File: config.mk
export PLATFORM = sky130hd
export DESIGN_NAME = periodic_timer_bank
export DESIGN_NICKNAME = d
export VERILOG_FILES = /design/src/sv/ptb_pkg.sv /design/src/sv/ptb_ram.sv /design/src/sv/ptb_datapath.sv /design/src/sv/ptb_ctrl.sv /design/src/sv/periodic_timer_bank.sv
export VERILOG_INCLUDE_DIRS = /design/src /design/src/sv
export SDC_FILE = /design/constraint.sdc
export NUM_CORES = 2
export LEC_CHECK = 0
export BUFFER_PORTS_ARGS = -buffer_cell sky130_fd_sc_hd__clkbuf_2
export CAP_MARGIN = 20
export CORE_MARGIN = 5
export CORE_UTILIZATION = 67
export DETAILED_ROUTE_END_ITERATION = 12
export PLACE_DENSITY = 0.89
export SKIP_LAST_GASP = 1
export SYNTH_ARGS = -nofsm -noshare
export SYNTH_HDL_FRONTEND = slang
export SYNTH_SLANG_ARGS = --single-unit
File: constraint.sdc
create_clock -name clk -period 21.5 [get_ports clk]
set_input_delay 3.225 -clock clk [delete_from_list [all_inputs] [get_ports clk]]
set_output_delay 3.225 -clock clk [all_outputs]
set_load 0.02 [all_outputs]
File: src/sv/periodic_timer_bank_defines.svh
// Assertion helpers shared by the timer bank modules.
`ifndef PERIODIC_TIMER_BANK_DEFINES_SVH
`define PERIODIC_TIMER_BANK_DEFINES_SVH

// Same-cycle implication, checked out of reset.
`define PTB_ASSERT_IMP(label, ante, cons) \
  label: assert property (@(posedge clk) disable iff (!rst_n) (ante) |-> (cons)) \
    else $error("assertion failed");

// Next-cycle implication, checked out of reset.
`define PTB_ASSERT_NXT(label, ante, cons) \
  label: assert property (@(posedge clk) disable iff (!rst_n) (ante) |=> (cons)) \
    else $error("assertion failed");

`endif

File: src/sv/ptb_pkg.sv
package ptb_pkg;

  localparam int SLOTS_DEF = 16;

  localparam int TICK_W   = 10;
  localparam int MINP_W   = 16;
  localparam int PERIOD_W = 23;
  localparam int HANDLER_W = 8;
  localparam int SLOTIDX_W = 4;
  localparam int ELAPSED_W = 24;
  localparam int KIND_W   = 3;
  localparam int CFG_IDX_W = 2;
  localparam int CFG_DATA_W = 16;
  localparam int REC_W    = ELAPSED_W + PERIOD_W + HANDLER_W;

  localparam logic [TICK_W-1:0] TICK_RST = 10'd50;
  localparam logic [MINP_W-1:0] MINP_RST = 16'd100;
  localparam logic [ELAPSED_W-1:0] ELAPSED_MAX = '1;

  // configuration register indexes
  localparam logic [CFG_IDX_W-1:0] CFG_TICK_LEN = 2'd0;
  localparam logic [CFG_IDX_W-1:0] CFG_MIN_PER  = 2'd1;

  // opcodes
  localparam logic [1:0] OP_REQUEST = 2'd0;
  localparam logic [1:0] OP_TICK    = 2'd1;
  localparam logic [1:0] OP_CANCEL  = 2'd2;

  // result kinds
  localparam logic [KIND_W-1:0] K_ACCEPTED  = 3'd0;
  localparam logic [KIND_W-1:0] K_TOO_SHORT = 3'd1;
  localparam logic [KIND_W-1:0] K_FULL      = 3'd2;
  localparam logic [KIND_W-1:0] K_FIRED     = 3'd3;
  localparam logic [KIND_W-1:0] K_TICK_DONE = 3'd4;
  localparam logic [KIND_W-1:0] K_CANCELLED = 3'd5;
  localparam logic [KIND_W-1:0] K_EMPTY     = 3'd6;

  typedef struct packed {
    logic              capture;   // latch item, clear scan index
    logic              idx_inc;
    logic              wr_req;    // write new timer at scan index, mark active
    logic              wr_tick;   // write back updated elapsed count
    logic              clr_active; // free the slot named by the cancel item
    logic              load_out;
    logic [KIND_W-1:0] out_kind;
  } ptb_cmd_t;

  typedef struct packed {
    logic [1:0] item_op;
    logic       too_short;
    logic       can_hit;
    logic       cur_active;
    logic       idx_last;
    logic       fires;
    logic       out_free;
  } ptb_stat_t;

endpackage

File: src/sv/ptb_ram.sv
module ptb_ram #(
  parameter int WIDTH = 8,
  parameter int DEPTH = 16,
  localparam int AW = (DEPTH > 1) ? $clog2(DEPTH) : 1
) (
  input  logic                 clk,
  input  logic                 we,
  input  logic [AW-1:0]        waddr,
  input  logic [WIDTH-1:0]     wdata,
  input  logic [AW-1:0]        raddr,
  output logic [WIDTH-1:0]     rdata
);

  logic [WIDTH-1:0] mem [DEPTH];

  always_ff @(posedge clk) begin
    if (we) begin
      mem[waddr] <= wdata;
    end
    rdata <= mem[raddr];
  end

endmodule

File: src/sv/ptb_datapath.sv
`include "periodic_timer_bank_defines.svh"

module ptb_datapath #(
  parameter int SLOTS = ptb_pkg::SLOTS_DEF
) (
  input  logic                               clk,
  input  logic                               rst_n,
  input  ptb_pkg::ptb_cmd_t                  cmd,
  output ptb_pkg::ptb_stat_t                 stat,
  input  logic [1:0]                         in_opcode,
  input  logic [ptb_pkg::PERIOD_W-1:0]       in_period_ms,
  input  logic [ptb_pkg::HANDLER_W-1:0]      in_handler_id,
  input  logic [ptb_pkg::SLOTIDX_W-1:0]      in_slot_index,
  output logic                               out_valid,
  input  logic                               out_ready,
  output logic [ptb_pkg::KIND_W-1:0]         out_kind,
  output logic [ptb_pkg::SLOTIDX_W-1:0]      out_slot_number,
  output logic [ptb_pkg::HANDLER_W-1:0]      out_handler_out,
  output logic [ptb_pkg::PERIOD_W-1:0]       out_period_out,
  output logic                               out_last,
  input  logic                               cfg_we,
  input  logic [ptb_pkg::CFG_IDX_W-1:0]      cfg_index,
  input  logic [ptb_pkg::CFG_DATA_W-1:0]     cfg_wdata
);

  localparam int IW = (SLOTS > 1) ? $clog2(SLOTS) : 1;
  localparam int EW = ptb_pkg::ELAPSED_W;
  localparam int PW = ptb_pkg::PERIOD_W;
  localparam int HW = ptb_pkg::HANDLER_W;

  logic [ptb_pkg::TICK_W-1:0]    tick_len_r;
  logic [ptb_pkg::MINP_W-1:0]    min_per_r;
  logic [1:0]                    op_r;
  logic [PW-1:0]                 period_r;
  logic [HW-1:0]                 handler_r;
  logic [ptb_pkg::SLOTIDX_W-1:0] slot_r;
  logic [IW-1:0]                 idx_r;
  logic [SLOTS-1:0]              active_r;
  logic                          out_valid_r;
  logic [ptb_pkg::KIND_W-1:0]    kind_r;
  logic [ptb_pkg::SLOTIDX_W-1:0] oslot_r;
  logic [HW-1:0]                 ohandler_r;
  logic [PW-1:0]                 operiod_r;

  logic [IW-1:0]                 can_idx;
  logic [IW-1:0]                 raddr;
  logic                          ram_we;
  logic [ptb_pkg::REC_W-1:0]     wdata;
  logic [ptb_pkg::REC_W-1:0]     rdata;
  logic [EW-1:0]                 rd_elapsed;
  logic [PW-1:0]                 rd_period;
  logic [HW-1:0]                 rd_handler;
  logic [EW:0]                   sum;
  logic [EW-1:0]                 e_sat;
  logic [EW-1:0]                 e_new;
  logic                          fires;

  assign can_idx = IW'(slot_r);
  assign raddr   = (op_r == ptb_pkg::OP_CANCEL) ? can_idx : idx_r;

  assign {rd_elapsed, rd_period, rd_handler} = rdata;

  // elapsed + tick, clipped to the counter range before the period test
  assign sum   = {1'b0, rd_elapsed} + (EW + 1)'(tick_len_r);
  assign e_sat = sum[EW] ? ptb_pkg::ELAPSED_MAX : sum[EW-1:0];
  assign fires = e_sat >= {1'b0, rd_period};
  assign e_new = fires ? (e_sat - {1'b0, rd_period}) : e_sat;

  assign ram_we = cmd.wr_req | cmd.wr_tick;
  assign wdata  = cmd.wr_req ? {{EW{1'b0}}, period_r, handler_r}
                             : {e_new, rd_period, rd_handler};

  ptb_ram #(
    .WIDTH (ptb_pkg::REC_W),
    .DEPTH (SLOTS)
  ) u_ram (
    .clk   (clk),
    .we    (ram_we),
    .waddr (idx_r),
    .wdata (wdata),
    .raddr (raddr),
    .rdata (rdata)
  );

  always_comb begin
    stat.item_op    = op_r;
    stat.too_short  = period_r < PW'(min_per_r);
    stat.can_hit    = (int'(slot_r) < SLOTS) && active_r[can_idx];
    stat.cur_active = active_r[idx_r];
    stat.idx_last   = idx_r == IW'(SLOTS - 1);
    stat.fires      = fires;
    stat.out_free   = !out_valid_r || out_ready;
  end

  always_ff @(posedge clk) begin
    if (!rst_n) begin
      tick_len_r <= ptb_pkg::TICK_RST;
      min_per_r  <= ptb_pkg::MINP_RST;
    end else if (cfg_we) begin
      unique case (cfg_index)
        ptb_pkg::CFG_TICK_LEN: tick_len_r <= cfg_wdata[ptb_pkg::TICK_W-1:0];
        ptb_pkg::CFG_MIN_PER:  min_per_r  <= cfg_wdata;
        default: ;
      endcase
    end
  end

  always_ff @(posedge clk) begin
    if (!rst_n) begin
      idx_r       <= '0;
      active_r    <= '0;
      out_valid_r <= 1'b0;
    end else begin
      if (cmd.capture) begin
        idx_r <= '0;
      end else if (cmd.idx_inc) begin
        idx_r <= idx_r + 1'b1;
      end
      if (cmd.wr_req) begin
        active_r[idx_r] <= 1'b1;
      end
      if (cmd.clr_active) begin
        active_r[can_idx] <= 1'b0;
      end
      if (cmd.load_out) begin
        out_valid_r <= 1'b1;
      end else if (out_ready) begin
        out_valid_r <= 1'b0;
      end
    end
  end

  always_ff @(posedge clk) begin
    if (cmd.capture) begin
      op_r      <= in_opcode;
      period_r  <= in_period_ms;
      handler_r <= in_handler_id;
      slot_r    <= in_slot_index;
    end
    if (cmd.load_out) begin
      kind_r <= cmd.out_kind;
      case (cmd.out_kind)
        ptb_pkg::K_ACCEPTED: begin
          oslot_r    <= ptb_pkg::SLOTIDX_W'(idx_r);
          ohandler_r <= handler_r;
          operiod_r  <= period_r;
        end
        ptb_pkg::K_FIRED: begin
          oslot_r    <= ptb_pkg::SLOTIDX_W'(idx_r);
          ohandler_r <= rd_handler;
          operiod_r  <= rd_period;
        end
        ptb_pkg::K_CANCELLED: begin
          oslot_r    <= slot_r;
          ohandler_r <= rd_handler;
          operiod_r  <= rd_period;
        end
        default: begin
          oslot_r    <= '0;
          ohandler_r <= '0;
          operiod_r  <= '0;
        end
      endcase
    end
  end

  assign out_valid       = out_valid_r;
  assign out_kind        = kind_r;
  assign out_slot_number = oslot_r;
  assign out_handler_out = ohandler_r;
  assign out_period_out  = operiod_r;
  assign out_last        = kind_r != ptb_pkg::K_FIRED;

  // a new timer never lands on a slot in use
  `PTB_ASSERT_IMP(a_req_free_slot, cmd.wr_req, !active_r[idx_r])

endmodule

File: src/sv/ptb_ctrl.sv
`include "periodic_timer_bank_defines.svh"

module ptb_ctrl (
  input  logic               clk,
  input  logic               rst_n,
  input  logic               in_valid,
  output logic               in_ready,
  input  ptb_pkg::ptb_stat_t stat,
  output ptb_pkg::ptb_cmd_t  cmd
);

  localparam logic [3:0] S_IDLE    = 4'd0;
  localparam logic [3:0] S_DISP    = 4'd1;
  localparam logic [3:0] S_REQ     = 4'd2;
  localparam logic [3:0] S_SHORT   = 4'd3;
  localparam logic [3:0] S_FULL    = 4'd4;
  localparam logic [3:0] S_TICK_RD = 4'd5;
  localparam logic [3:0] S_TICK_EV = 4'd6;
  localparam logic [3:0] S_TDONE   = 4'd7;
  localparam logic [3:0] S_CAN_EV  = 4'd8;
  localparam logic [3:0] S_EMPTY   = 4'd9;

  logic [3:0] state_r;
  logic [3:0] state_nxt;

  always_comb begin
    cmd       = '0;
    state_nxt = state_r;
    unique case (state_r) inside
      S_IDLE: begin
        if (in_valid) begin
          cmd.capture = 1'b1;
          state_nxt   = S_DISP;
        end
      end
      S_DISP: begin
        // cancel read is issued here, data is ready in S_CAN_EV
        unique case (stat.item_op)
          ptb_pkg::OP_REQUEST: state_nxt = stat.too_short ? S_SHORT : S_REQ;
          ptb_pkg::OP_TICK:    state_nxt = S_TICK_RD;
          ptb_pkg::OP_CANCEL:  state_nxt = stat.can_hit ? S_CAN_EV : S_EMPTY;
          default:             state_nxt = S_IDLE;
        endcase
      end
      S_REQ: begin
        if (!stat.cur_active) begin
          if (stat.out_free) begin
            cmd.wr_req   = 1'b1;
            cmd.load_out = 1'b1;
            cmd.out_kind = ptb_pkg::K_ACCEPTED;
            state_nxt    = S_IDLE;
          end
        end else if (stat.idx_last) begin
          state_nxt = S_FULL;
        end else begin
          cmd.idx_inc = 1'b1;
        end
      end
      S_SHORT, S_FULL, S_TDONE, S_EMPTY: begin
        if (stat.out_free) begin
          cmd.load_out = 1'b1;
          cmd.out_kind = (state_r == S_SHORT) ? ptb_pkg::K_TOO_SHORT :
                         (state_r == S_FULL)  ? ptb_pkg::K_FULL :
                         (state_r == S_TDONE) ? ptb_pkg::K_TICK_DONE : ptb_pkg::K_EMPTY;
          state_nxt    = S_IDLE;
        end
      end
      S_TICK_RD: begin
        if (stat.cur_active) begin
          state_nxt = S_TICK_EV;
        end else if (stat.idx_last) begin
          state_nxt = S_TDONE;
        end else begin
          cmd.idx_inc = 1'b1;
        end
      end
      S_TICK_EV: begin
        // a firing slot holds until the result register frees up
        if (!stat.fires || stat.out_free) begin
          cmd.wr_tick  = 1'b1;
          cmd.load_out = stat.fires;
          cmd.out_kind = ptb_pkg::K_FIRED;
          if (stat.idx_last) begin
            state_nxt = S_TDONE;
          end else begin
            cmd.idx_inc = 1'b1;
            state_nxt   = S_TICK_RD;
          end
        end
      end
      S_CAN_EV: begin
        if (stat.out_free) begin
          cmd.clr_active = 1'b1;
          cmd.load_out   = 1'b1;
          cmd.out_kind   = ptb_pkg::K_CANCELLED;
          state_nxt      = S_IDLE;
        end
      end
      default: state_nxt = S_IDLE;
    endcase
  end

  always_ff @(posedge clk) begin
    if (!rst_n) begin
      state_r <= S_IDLE;
    end else begin
      state_r <= state_nxt;
    end
  end

  assign in_ready = state_r == S_IDLE;

  `PTB_ASSERT_NXT(a_one_item, in_valid && in_ready, !in_ready)
  `PTB_ASSERT_IMP(a_out_room, cmd.load_out, stat.out_free)
  `PTB_ASSERT_IMP(a_one_write, cmd.wr_req, !cmd.wr_tick && !cmd.clr_active)

endmodule

File: src/sv/periodic_timer_bank.sv
// channel   | handshake             | payload
// ----------+-----------------------+---------------------------------------------
// in        | in_valid / in_ready   | opcode, period_ms, handler_id, slot_index
// out       | out_valid / out_ready | kind, slot_number, handler_out, period_out, last
// cfg       | cfg_we (no wait)      | cfg_index, cfg_wdata
//
// One item at a time. Request: linear free-slot scan from slot 0.
// Tick: scans every slot and writes back an updated slot record for each active slot.
// Cancel: one slot-record RAM read; ignored opcode: no result. A full result register stalls the item.
// Reset (synchronous, rst_n low) clears all slots; timer RAM needs no clearing.
module periodic_timer_bank #(
  parameter int SLOTS = ptb_pkg::SLOTS_DEF
) (
  input  logic                               clk,
  input  logic                               rst_n,
  input  logic                               in_valid,
  output logic                               in_ready,
  input  logic [1:0]                         in_opcode,
  input  logic [ptb_pkg::PERIOD_W-1:0]       in_period_ms,
  input  logic [ptb_pkg::HANDLER_W-1:0]      in_handler_id,
  input  logic [ptb_pkg::SLOTIDX_W-1:0]      in_slot_index,
  output logic                               out_valid,
  input  logic                               out_ready,
  output logic [ptb_pkg::KIND_W-1:0]         out_kind,
  output logic [ptb_pkg::SLOTIDX_W-1:0]      out_slot_number,
  output logic [ptb_pkg::HANDLER_W-1:0]      out_handler_out,
  output logic [ptb_pkg::PERIOD_W-1:0]       out_period_out,
  output logic                               out_last,
  input  logic                               cfg_we,
  input  logic [ptb_pkg::CFG_IDX_W-1:0]      cfg_index,
  input  logic [ptb_pkg::CFG_DATA_W-1:0]     cfg_wdata
);

  ptb_pkg::ptb_cmd_t  cmd;
  ptb_pkg::ptb_stat_t stat;

  ptb_ctrl u_ctrl (
    .clk      (clk),
    .rst_n    (rst_n),
    .in_valid (in_valid),
    .in_ready (in_ready),
    .stat     (stat),
    .cmd      (cmd)
  );

  ptb_datapath #(
    .SLOTS (SLOTS)
  ) u_dp (
    .clk             (clk),
    .rst_n           (rst_n),
    .cmd             (cmd),
    .stat            (stat),
    .in_opcode       (in_opcode),
    .in_period_ms    (in_period_ms),
    .in_handler_id   (in_handler_id),
    .in_slot_index   (in_slot_index),
    .out_valid       (out_valid),
    .out_ready       (out_ready),
    .out_kind        (out_kind),
    .out_slot_number (out_slot_number),
    .out_handler_out (out_handler_out),
    .out_period_out  (out_period_out),
    .out_last        (out_last),
    .cfg_we          (cfg_we),
    .cfg_index       (cfg_index),
    .cfg_wdata       (cfg_wdata)
  );

endmodule

Yosys cells after proc, flatten, opt, wreduce, memory -nomap -nowiden
Memory sizes are Yosys's and may differ from the RTL's. A register that Yosys moved wholly into a read port is not among the register bits.
Cells that the tools add are included.

word-level totals
  input bits = 60
  memories kept = 1
  bits in writable memories = 880
  bits in registers = 126
  output and inout bits = 41

memory list
  name            words  bits a word  rd ports  clocked after Yosys merged registers in  wr ports  line           text
  u_dp.u_ram.mem  16     55           1         1                                        1         ptb_ram.sv:14  logic [WIDTH-1:0] mem [DEPTH];

cells by class
  equality and inequality tests = 20
  bitwise logic cells = 5
  $add $sub $neg = 3
  reduce and logical (&&, ||, !) cells = 19
  muxes and demuxes = 56
  $lt $le $gt $ge = 6

operators with widths
  operator                                                                              count
  55-bit two-way mux                                                                    1
  16-bit two-way mux                                                                    3
  24-bit two-way mux                                                                    2
  4-bit two-way mux                                                                     12
  23-bit case mux with 2 select lines                                                   1
  24-bit by 10-bit adder with 25-bit output                                             1
  24-bit by 23-bit greater-or-equal comparator with 1-bit output                        1
  4-bit case mux with 6 select lines                                                    1
  24-bit by 23-bit subtractor with 24-bit output                                        1
  23-bit by 16-bit less-than comparator with 1-bit output                               1
  1-bit two-way mux                                                                     22
  16-bit bitwise AND                                                                    1
  4-bit by 3-bit == test with 1-bit output (second input constant)                      4
  16-bit NOT                                                                            1
  16-bit OR                                                                             1
  4-bit case mux with 4 select lines                                                    1
  8-bit case mux with 2 select lines                                                    1
  4-bit == test (second input constant)                                                 3
  4-bit case mux with 3 select lines                                                    1
  4-bit by 5-bit less-than comparator with 1-bit output (second input constant)         2
  1-bit binary-select mux with 4-bit select                                             2
  1-bit demux with 4-bit select                                                         2
  4-bit by 2-bit == test with 1-bit output (second input constant)                      2
  4-bit by 1-bit greater-or-equal comparator with 1-bit output (second input constant)  2
  28 further kinds                                                                      40

Depth between registers and ports, before layout
  depth in word-level cells = 10
  depth in mapped cells = 20
  depth with buffers taken out = 18

Cells and area by module
Synthesis repeated with hierarchy kept, for this count alone.

unflattened totals
  cell total of the unflattened synthesis = 2371
  area total of the unflattened synthesis = 42799.8 sq um

modules (own cells, without submodules)
  module        instances  sequential area each (sq um)  area each (sq um)  cells an instance
  ptb_ram       1          27526.4                       34021.4            1419
  ptb_datapath  1          3193.1                        8171.6             871
  ptb_ctrl      1          80.1                          606.8              81

Least setup slack after synthesis
No wires, ideal clock.

  path type = reg-to-reg
  start = reg u_dp.u_ram.rdata[31], read port of u_dp.u_ram.mem
  end = mem u_dp.u_ram.mem[12][0] (netlist name), enable pin
  setup time = 0.547 ns
  arrival = 8.062 ns
  data required time = 20.953 ns
  cell stages (with the launch flop) = 19
  path slack = 12.891 ns
  buffers on the path = 1
  cells stage by stage = dfxtp_1 > ha_1 > fa_1 > a211oi_1 > o21bai_1 > a21boi_1 > and4b_1 > nand3_1 > clkbuf_1 > nand2_1 > ha_1 > a21o_1 > a21o_1 > a21oi_1 > o211a_1 > a221o_2 > a21o_1 > a21oi_2 > nor3b_1

between the ends
  longest elaborated chain between the ends = 10

RTL lines
  what                                                            line                text
  start, declared                                                 ptb_ram.sv:11       output logic [WIDTH-1:0] rdata
  24-bit by 10-bit adder with 25-bit output                       ptb_datapath.sv:64  assign sum = {1'b0, rd_elapsed} + (EW + 1)'(tick_len_r);
  24-bit two-way mux                                              ptb_datapath.sv:65  assign e_sat = sum[EW] ? ptb_pkg::ELAPSED_MAX : sum[EW-1:0];
  24-bit by 23-bit greater-or-equal comparator with 1-bit output  ptb_datapath.sv:66  assign fires = e_sat >= {1'b0, rd_period};
  1-bit logical NOT                                               ptb_ctrl.sv:79      if (!stat.fires || stat.out_free) begin
  1-bit logical OR                                                ptb_ctrl.sv:79
  1-bit two-way mux                                               ptb_ctrl.sv:79
  1-bit two-way mux                                               ptb_ctrl.sv:29      unique case (state_r) inside
  1-bit OR                                                        ptb_datapath.sv:69  assign ram_we = cmd.wr_req | cmd.wr_tick;
  1-bit two-way mux                                               ptb_ram.sv:17       if (we) begin
  1-bit two-way mux (not written as such)                         ptb_ram.sv:18       mem[waddr] <= wdata;
  end, declared                                                   ptb_ram.sv:14

Every way passes these cells.

Final worst setup path
  start = reg u_dp.tick_len_r[0] (netlist name)
  end = mem u_dp.u_ram.mem[15][50] (netlist name) (data pin)

between the ends
  longest elaborated chain between the ends = 5
  elaborated cells between the ends (all ways) = 6

RTL lines
  what                                                                                                                                     line                                    text
  start, declared                                                                                                                          ptb_datapath.sv:31                      logic [ptb_pkg::TICK_W-1:0] tick_len_r;
  start signal, assigned                                                                                                                   ptb_datapath.sv:97                      tick_len_r <= ptb_pkg::TICK_RST;
  start signal, assigned                                                                                                                   ptb_datapath.sv:101                     ptb_pkg::CFG_TICK_LEN: tick_len_r <= cfg_wdata[ptb_pkg::TICK_W-1:0];
  24-bit by 10-bit adder with 25-bit output (*)                                                                                            ptb_datapath.sv:64
  24-bit two-way mux (*)                                                                                                                   ptb_datapath.sv:65
  24-bit by 23-bit subtractor with 24-bit output / 24-bit by 23-bit greater-or-equal comparator with 1-bit output (equally long branches)  ptb_datapath.sv:67, ptb_datapath.sv:66
  24-bit two-way mux (*)                                                                                                                   ptb_datapath.sv:67                      assign e_new = fires ? (e_sat - {1'b0, rd_period}) : e_sat;
  55-bit two-way mux (*)                                                                                                                   ptb_datapath.sv:70                      assign wdata = cmd.wr_req ? {{EW{1'b0}}, period_r, handler_r}
  net u_dp.u_ram.wdata[50]                                                                                                                 ptb_ram.sv:9                            input logic [WIDTH-1:0] wdata,

Mark *: on every way through the listed nets, which the timed path passes. The rest lies on a longest branch.

==> metrics.md <==
| Metric | Value |
|---|---|
| Post-route ant nets | 0 |
| Area of the core | 0.06320 mm² |
| Layout cell share with drive strength beyond 1 | 0.2207 |
| Max Fclk | 133.1 MHz |
| Crit path to | u_dp.u_ram.mem[15][50] |
| Gp weighted congestion | 0.9119 |
| DR pass1 iterations | 10 |
| Commonest non-fill, non-tap cell in the layout | edfxtp_1 |
| Clock root buffer | clkbuf_16 |
| Distinct cells, synth | 77 |
| Number of synthesized flops with an enable pin | 955 |
| GRT Total Usage | 0.3303 |
| Via-to-Cell Ratio | 7.213 |
| CP arrival | 7830 ps |
| # IOs | 101 |
| Synth area leaders | edfxtp_1, mux4_2, dfxtp_1 |
| Worst Path Buf+Inv | 0 |
| RSZ-0062 raised after global routing | false |
| Avg Cell Area, Syn | 17.22 µm² |
| Max Cap Viol | 0 |
| Initial antenna violation count | 5 |
| Cell family with most CP delay | compound AO/OA/AOI/OAI gates |
| Vias in the first global route | 25910 |
| Flop and latch count out of synthesis | 1061 |
| PostCTS Resize Cnt | 0 |
| Routed vias | 25650 |
| Sink Count | 1061 |
| Crit-path slowest cell | a21oi_1 |
| R2r setup slk | 13990 ps |
| Leading area contributor after synthesis | edfxtp_1 |
| R2r startpoint | u_dp.tick_len_r[0] |
| # diodes | 0 |
| CTS Buffer Depth | 3 |
| Worst Setup End Kind | register |
| Setup CP Type | reg2reg |
| Total clock buffers created by CTS | 98 |
| Setup violations, final | 0 |
| Row cnt | 92 |
| Synthesized area | 0.04288 mm² |
| Leakage power | 16.19 nW |
| 1st-iter DRT viols | 3834 |
| H-tree lvl count | 3 |
| Drt wl/cell | 32.80 µm |
| DP HPWL | 59910 µm |
| Remaining Overflow, GRT | 0 |
| Hold buffer count at CTS | 0 |
| R2R Path End | u_dp.u_ram.mem[15][50] |
| Wl on met1 | 39120 µm |
| Post-Syn Instances | 2490 |
| Total negative slack | 0 ps |
| DR WL met3 | 13710 µm |
| CTS tree | yes |
| Worst-margin pin slew | 1219 ps |
| FFs w/ async S/R, synth | 0 |
| Die Span X | 263.0 µm |
| Power Dens Cells | 160.4 mW/mm² |
| Fin Clk Skew | 39.31 ps |
| Met2 WL | 57430 µm |
| Largest fanout on the critical path | 21 |
| Crit share post-route | 0.3495 |
| Design Power | 0.007707 W |
| Startpoint types | register |
| Initial Util | 0.6785 |
| First-pass GRT wire length | 169900 µm |
| Seq/Total Area, Yosys | 0.7183 |
| Status | finished, final reports clean |
| Area post-placement | 0.04451 mm² |
| Largest stage delay, worst path | 880 ps |
| Most frequent cells in the layout | edfxtp_1, nand2_1, mux4_2, dfxtp_1, clkbuf_2 |
| Worst skew pair latency | 670 ps |
| P&R area growth vs syn | 12.02% |
| Post-CTS setup buffers | 0 |
| Clk slew on worst S/H paths | 60 ps |
| CP Depth | 17 |
| Finished Core Util | 0.7601 |
| Highest metal layer with signal wires | met5 |
| Die area | 0.06916 mm² |
| Ys flop type | edfxtp_1 |
| Number of synthesis warnings | 0 |
| IO Port Bufs | 100 |
| Cell area after layout | 0.04804 mm² |
| HP Class | reg2reg |
| R2r worst-path depth | 17 |
| Slew HR | 0.1875 |
| Nets@finish | 2740 |
| CP Cell Sequence | ha_1, fa_1, a211oi_1, o21bai_1, a21boi_1, and4b_1, nand3_1, o21ai_0, ha_1, nand4_1, a211oi_2, nor2_1, o211a_1, a221o_2, nand2_1, nand3_1, a21oi_1 |
| Final slew viol count | 0 |
| Syn nets | 2604 |
| CP startpoint | u_dp.tick_len_r[0] |
| Worst path required time | 21820 ps |
| Die height | 263.0 µm |
| Synth top area share | 0.6688 |
| Hold Vio Cnt, Final | 0 |
| Routed WL | 116600 µm |
| Peak VDD IR | 109.3 µV |
| Hold slack final | 465.0 ps |
| Largest net degree at the start of global routing | 137 |
| Min Tclk post-route | 7514 ps |
| DRC violations left | 0 |
[tightest hold or removal path: stages (launching register included)]
cell     delay, ps
dfxtp_1        310
nand2_1         50
a21oi_1         50
[synthesized netlist by cell type (all sizes together) (9+ instances only)]
cell type and n:
a31oi 73, nor3b 10, nor3 21, or3 9, buf 55, o21a 12, and2 60, a22o 32
inv 53, a211oi 70, ha 52, nand2b 11, o21ai 61, dfxtp 106, nand2 275, a21o 10
xnor2 18, o211ai 9, mux4 229, xor2 9, a21oi 81, mux2 11, nand3 21, clkbuf 79
nand4 13, nor2 71, edfxtp 955
[logic make-up (layout without fill, tap and decap cells)]
family,after synthesis,count (layout),share of synthesized area
muxes,244,244,0.1241
buffers and inverters,188,408,0.01847
adders and majority gates,54,54,0.01611
DFF,1061,1061,0.7183
and+or+nand+nor,525,525,0.05620
xor gates and xnor gates,27,27,0.005515
AOI/OAI and AO/OA,391,391,0.06134
[area by class of cell]
type                    count  area (µm²)
clock buffers             124        2651
clock inverters            60       772.0
fillers                  3179       15160
inverters                  54       202.7
multi-input cells        1241       11490
flip-flops and latches   1061       30800
well taps                 846        1059
repair buffers            170        1066
[report_power, final]
part / total [W] / switching (W) / internal [W]
Combinational: 0.00251 / 0.00175 / 0.000757
Clock: 0.00186 / 0.000775 / 0.00108
Sequential: 0.00334 / 0.000141 / 0.00320
[metal layers]
metal,track usage,up-vias
met3,0.07807,435
met5,0,-
met2,0.5409,2288
li1,-,10160
met1,0.4318,12750
met4,0.1465,10
[worst min-delay path by stage]
stage                             from  cells past startpoint  slack [ps]                  to
detailed placement   u_dp.min_per_r[1]                      2         450   u_dp.min_per_r[1]
finish               u_dp.min_per_r[3]                      2         470   u_dp.min_per_r[3]
global route         u_dp.min_per_r[3]                      2         480   u_dp.min_per_r[3]
CTS                  u_dp.min_per_r[1]                      2         460   u_dp.min_per_r[1]
floorplan           u_dp.min_per_r[10]                      2         440  u_dp.min_per_r[10]
global placement    u_dp.min_per_r[13]                      2         440  u_dp.min_per_r[13]
[sequential cells by signal, summed over array words and instances (netlist names)]
| name | cells |
|---|---|
| u_dp.active_r | 16 |
| u_dp.out_kind | 3 |
| u_dp.u_ram.rdata | 55 |
| u_dp.min_per_r | 16 |
| u_dp.period_r | 23 |
| u_dp.can_idx | 4 |
| u_dp.handler_r | 8 |
| u_dp.u_ram.mem | 880 |
| u_dp.op_r | 2 |
| u_dp.out_valid | 1 |
| u_ctrl.state_r | 4 |
| u_dp.idx_r | 4 |
| u_dp.out_slot_number | 4 |
| u_dp.tick_len_r | 10 |
| u_dp.out_period_out | 23 |
| u_dp.out_handler_out | 8 |
[through the flow]
step / std cells / setup slack, ps
after global placement: 3359 / 14620
final: 3556 / 13990
after detailed placement: 3362 / 14250
after CTS: 3546 / 14190
after floorplan: 2490 / 12890
after global routing: 3556 / 13670
(Power assumes the default switching activity.)
